--- src/mpp_pkg.sv ---
// Shared types, constants and helpers for the Markov page predictor.
`default_nettype none
package mpp_pkg;

  localparam int ADDR_W     = 11;
  localparam int PAGE_W     = 4;
  localparam int PID_W      = 4;
  localparam int PAGE_COUNT = 16;
  localparam int PAGE_BYTES = 128;
  localparam int PAGE_SHIFT = $clog2(PAGE_BYTES);
  localparam int TOP_ADDR   = PAGE_COUNT * PAGE_BYTES - 1;

  localparam logic [ADDR_W-1:0] LOOKAHEAD_RESET = ADDR_W'(100);

  typedef struct packed {
    logic [PID_W-1:0]  process_id;
    logic [ADDR_W-1:0] program_counter;
  } in_item_t;

  typedef struct packed {
    logic [PAGE_W-1:0] current_page;
    logic [PAGE_W-1:0] first_prediction;
    logic [PAGE_W-1:0] second_prediction;
    logic [PAGE_W-1:0] third_prediction;
    logic              release_previous;
    logic [PAGE_W-1:0] previous_page;
  } out_item_t;

  // Ranker control from the sequencer
  typedef struct packed {
    logic clear;
    logic en;
  } rank_ctl_t;

  typedef struct packed {
    logic [PAGE_W-1:0] p1;
    logic [PAGE_W-1:0] p2;
    logic [PAGE_W-1:0] p3;
  } picks_t;

  typedef enum logic [2:0] {
    ST_CLEAR,
    ST_IDLE,
    ST_UPD_RD,
    ST_UPD_WR,
    ST_SCAN,
    ST_FIN
  } fsm_state_t;

  // Page of an address, saturating at the top of the space.
  function automatic logic [PAGE_W-1:0] page_of(input logic [ADDR_W:0] addr);
    logic [ADDR_W:0] a;
    a = addr;
    if (a > (ADDR_W+1)'(TOP_ADDR)) begin
      a = (ADDR_W+1)'(TOP_ADDR);
    end
    return PAGE_W'(a >> PAGE_SHIFT);
  endfunction

endpackage
`default_nettype wire

--- src/mpp_ranker.sv ---
// Streaming ranker: keeps the top three counts and the best count below the maximum.
`default_nettype none
module mpp_ranker #(
  parameter int COUNT_BITS = 16
) (
  input  wire logic                          clk,
  input  wire mpp_pkg::rank_ctl_t            ctl,
  input  wire logic [mpp_pkg::PAGE_W-1:0]    idx,
  input  wire logic [COUNT_BITS-1:0]         count,
  input  wire logic [mpp_pkg::PAGE_W-1:0]    ahead,
  output      mpp_pkg::picks_t               picks
);

  logic [COUNT_BITS-1:0]      t0v_r, t1v_r, t2v_r, b2v_r;
  logic [mpp_pkg::PAGE_W-1:0] t0i_r, t1i_r, t2i_r, b2i_r;

  // Entries arrive in increasing index order, so a later entry only
  // outranks an earlier one on a strictly larger count.
  always_ff @(posedge clk) begin
    if (ctl.clear) begin
      t0v_r <= '0;
      t1v_r <= '0;
      t2v_r <= '0;
      b2v_r <= '0;
    end else if (ctl.en) begin
      if (count > t0v_r) begin
        t0v_r <= count;  t0i_r <= idx;
        t1v_r <= t0v_r;  t1i_r <= t0i_r;
        t2v_r <= t1v_r;  t2i_r <= t1i_r;
        b2v_r <= t0v_r;  b2i_r <= t0i_r;
      end else begin
        if (count > t1v_r) begin
          t1v_r <= count;  t1i_r <= idx;
          t2v_r <= t1v_r;  t2i_r <= t1i_r;
        end else if (count > t2v_r) begin
          t2v_r <= count;  t2i_r <= idx;
        end
        if (count < t0v_r && count > b2v_r) begin
          b2v_r <= count;  b2i_r <= idx;
        end
      end
    end
  end

  logic [mpp_pkg::PAGE_W-1:0] p1, p2, p3;

  always_comb begin
    p1 = (t0v_r != '0) ? t0i_r : ahead;
    p2 = (b2v_r != '0) ? b2i_r : ahead;
    // third pick is the best ranked entry that is neither of the first two
    if (t0v_r != '0 && t0i_r != p1 && t0i_r != p2) begin
      p3 = t0i_r;
    end else if (t1v_r != '0 && t1i_r != p1 && t1i_r != p2) begin
      p3 = t1i_r;
    end else if (t2v_r != '0 && t2i_r != p1 && t2i_r != p2) begin
      p3 = t2i_r;
    end else begin
      p3 = ahead;
    end
  end

  assign picks.p1 = p1;
  assign picks.p2 = p2;
  assign picks.p3 = p3;

endmodule
`default_nettype wire

--- config.mk ---
export PLATFORM = sky130hd
export DESIGN_NAME = mpp_ranker
export DESIGN_NICKNAME = d
export VERILOG_FILES = /design/src/mpp_pkg.sv /design/src/mpp_ranker.sv
export SDC_FILE = /design/constraint.sdc
export NUM_CORES = 1
export LEC_CHECK = 0
export ABC_AREA = 1
export BUFFER_PORTS_ARGS = -buffer_cell sky130_fd_sc_hd__buf_2
export CAP_MARGIN = 20
export CORE_MARGIN = 2
export CORE_UTILIZATION = 40
export CTS_CLUSTER_SIZE = 20
export DETAILED_ROUTE_END_ITERATION = 8
export GPL_TIMING_DRIVEN = 0
export PLACE_DENSITY_LB_ADDON = 0.1
export SKIP_LAST_GASP = 1
export SLEW_MARGIN = 20
export SYNTH_ARGS = -nofsm -noshare
export SYNTH_HDL_FRONTEND = slang
export SYNTH_SLANG_ARGS = --single-unit
--- constraint.sdc ---
create_clock -name clk -period 2.5 [get_ports clk]
set_input_delay 0.25 -clock clk [delete_from_list [all_inputs] [get_ports clk]]
set_output_delay 0.25 -clock clk [all_outputs]
set_load 0.01 [all_outputs]
==> results by group <==
Global routing
  • Global-route wire length before repair: 27100 um
  • Tot GR Track Use: 0.222
  • Initial antenna violation count: 0
  • Total gr overflow: 0
  • Vias in the first global route: between 5000 and 6000
  • Largest net degree at the start of global routing: 13

Synthesis
  • Synth Area in Adders: 0.137
  • FFs w/ async S/R, synth: 0
  • Post-synthesis mux area share: 0
  • Compound-gate portion of the synthesized area: 0.0871
  • Seq/Total Area, Yosys: 0.301
  • Cell taking the most area after synthesis: dfxtp_1
  • Synth Register Bits: 80
  • Xor/xnor cell area share of the yosys netlist: 0.00299
  • Net Count, Synth: just under 1000
  • Cell variety after synth: 33
  • Number of flops mapped to enable cells by yosys: 16
  • Post-Synth Simple-Gate Area: 0.372
  • Avg Cell Area, Syn: 6.63 um2
  • Primary FF master, synth: dfxtp_1
  • Synth Cell Area: 0.00586 mm2
  • Synthesized instance count: 884
  • Ys Warns: 0
  • Ranking of synthesized cells by area: dfxtp_1, nand2_1, ha_1
  • Main combinational cell family by area after synthesis: simple AND/OR/NAND/NOR gates
  • Top-area cell type share of the netlist area: 0.219

Power and ir drop
  • Pwr Density: roughly 710 mW/mm2
  • Max VDD drop: 0.356 mV
  • P_leak: 3.42 nW
  • Sequential power share: 0.341
  • Sw power: around 1.9 mW
  • Share of total power in the clock network: 0.254
  • Logic pwr share: 0.404
  • Switching part of the total: 0.392
  • Int Pwr: 2.97 mW

Route
  • Routed wire length: between 15000 and 20000 um
  • DRT Pass-1 Iters: 5
  • DRC viols: 0
  • Antenna Nets Post-Route: 0
  • Routed length per instance: 15.1 um
  • Via density per instance: 4.93
  • Via count: 5559
  • Iteration-0 DRC Markers: 315

STA
  • Final Max Tran Viols: 0
  • Fin crit period: approximately 2.5 ns
  • Worst-Margin Slew: 0.564 ns
  • Slew margin rel.: 0.624
  • Worst setup margin: 0.0143 ns
  • Max frequency: between 400 and 500 MHz
  • Final hold vios: 0
  • Final period util: 0.994
  • Final setup viols: 0
  • Unrepaired setup endpoints after global routing: yes
  • Clk_skew: 0.00410 ns

Critical path
  • Worst setup path start: b2v_r[1]
  • R2r startpoint: t0v_r[7]
  • Slowest CP cell: dfxtp_2
  • Crit path launch type: register
  • CP most frequent cell: nand2_2
  • CP Cell Sequence: nor2_2, nand2_2, nor2_4, nand2_4, nand2_4, buf_6, nand3_2, nand2_1, nor2_2, nand2_2, nand3_4, nand2_2, nand3_2, nand2_1, buf_2
  • Family with the most delay on the worst path: simple AND/OR/NAND/NOR gates
  • Critical Path Max Stage Delay: 0.33 ns
  • Worst Path Arrival: 2.24 ns
  • Max FO, Critical Path: 6
  • Crit end category: output pin
  • WS Path Type: reg2out
  • CP Buf/Inv Count: 2
  • Req. time, crit path: 2.25 ns

Place
  • Place WS: -0.205 ns
  • Post-detail-place hpwl: 13300 um
  • Gpl congestion: 0.854
  • Area after DPL: 0.00628 mm2
  • Port buffer count: 38

Clock tree
  • TritonCTS clock tree: yes
  • Clock Pin Slew Worst Setup and Hold Paths: approximately 0.060 ns
  • Hold Buf Count CTS: 0
  • CTS HTree Levels: 3
  • Clock buffer depth: 2
  • CTS Root Cell: clkbuf_16
  • Num Clock Sinks: 80
  • Clk_lat worst skew: 0.35 ns
  • Num CTS Buffers: 9

Min path
  • Worst Hold Class: in2reg
  • Worst hold path startpoint: idx[3]

Die
  • Core area: approximately 0.014 mm2
  • Chip width: 125 um
  • Core Rows: 44
  • Die height: 125 um
  • Die area: ~0.016 mm2
  • I/O Pins: 39
  • Initial Utilization: 0.406

Final layout
  • Final instance area: slightly below 0.007 mm2
  • Util after Layout: 0.480
  • Layout cells sized above 1: 0.186
  • Antenna Diode Count: 0
  • Area grow syn2layout: 18.1%
  • Final nets: 1031
  • Fill cell total of the finished layout: 1525

Outcome
  • Outcome: complete, no violations

Flow run
  • Max-capacitance violation count: 0
state kept, by name, indices dropped and copies added (netlist names):
register / cells
t1v_r: 16
t0v_r: 16
t2v_r: 16
t2i_r: 4
b2i_r: 4
t0i_r: 4
t1i_r: 4
b2v_r: 16
routing by layer:
metal / track usage / routed length (um) / vias to the layer above / share of wire
met5: 0 / 0 / - / 0
met4: 0.0778 / 284 / 0 / 0.017
met3: 0.0300 / 579 / 16 / 0.034
met2: 0.347 / 7540 / 106 / 0.44
met1: 0.314 / 8580 / 2479 / 0.51
li1: - / - / 2958 / -
cells in the mapped netlist (all sizes together) (3+ instances only):
library cell    n
a21oi          45
buf            24
clkbuf          3
dfxtp          64
edfxtp         16
ha             64
inv           117
nand2         260
nand3          62
nand4          16
nor2          140
nor3            6
nor4            9
o21ai          47
layout by cell type (no fill, tap or decap), types with 5 or more instances in the layout:
master and count:
a21oi_1 44, buf_1 5, buf_2 43, buf_4 11, clkbuf_16 9, clkbuf_4 5
dfxtp_1 56, dfxtp_2 8, edfxtp_1 16, ha_1 63, inv_1 113, nand2_1 222
nand2_2 27, nand2_4 10, nand3_1 45, nand3_2 14, nand4_1 16, nor2_1 122
nor2_2 12, nor3_1 5, nor4_1 9, o21ai_0 29, o21ai_1 8, o21ai_2 10
layout make-up:
class                      instances  area, um2  area share
multi-input combinational        660       3770       0.544
sequential                        80       1770       0.256
inverter                         117        439      0.0634
clock buffer                      14        264      0.0381
timing repair buffer              45        259      0.0374
tap                              184        230      0.0332
buffer                            27        188      0.0271
clock inverter                     1       5.00    0.000723
power groups by stage:
stage                     Clock (mW)  Sequential, mW  Combinational [mW]
final                           1.24            1.67                1.98
after global routing            1.33            1.69                2.24
after CTS                       1.28            1.65                1.83
after detailed placement           0            1.67                1.77
after global placement             0            1.67                1.76
after floorplan                    0            1.63                1.30
worst paths after layout:
check                   end  slack (ns)  cells after the start
hold / removal     t0i_r[3]        0.09                      1
hold reg to reg    b2v_r[7]        0.48                      2
setup reg to reg  b2v_r[10]        0.16                     16
setup / recovery   picks[3]        0.01                     15
through the flow:
stage | instances | total power [mW] | hold slack (ns) | setup TNS, ns
after floorplan | 884 | 2.93 | 0.349 | 0
after global placement | 1106 | 3.43 | 0.442 | -1.73
after detailed placement | 1106 | 3.44 | 0.446 | -1.58
after CTS | 1124 | 4.76 | 0.0771 | -0.0771
after global routing | 1128 | 5.26 | 0.0832 | -0.592
final | 1128 | 4.88 | 0.0938 | 0
cells by family after synthesis:
kind of cell | after synthesis
and+or+nand+nor | 495
buffers and inverters | 144
AOI/OAI and AO/OA | 99
DFF | 80
adders and majority gates | 64
xor gates and xnor gates | 2
repair_timing:
action                                  CTS  global route
endpoints found under the hold margin     0             0
buffers inserted                          3             4
pin swaps                                12            24
gates resized for setup                  21            70
endpoints found under the setup margin   16            59
Note: power is estimated with default switching activity, not from simulation.
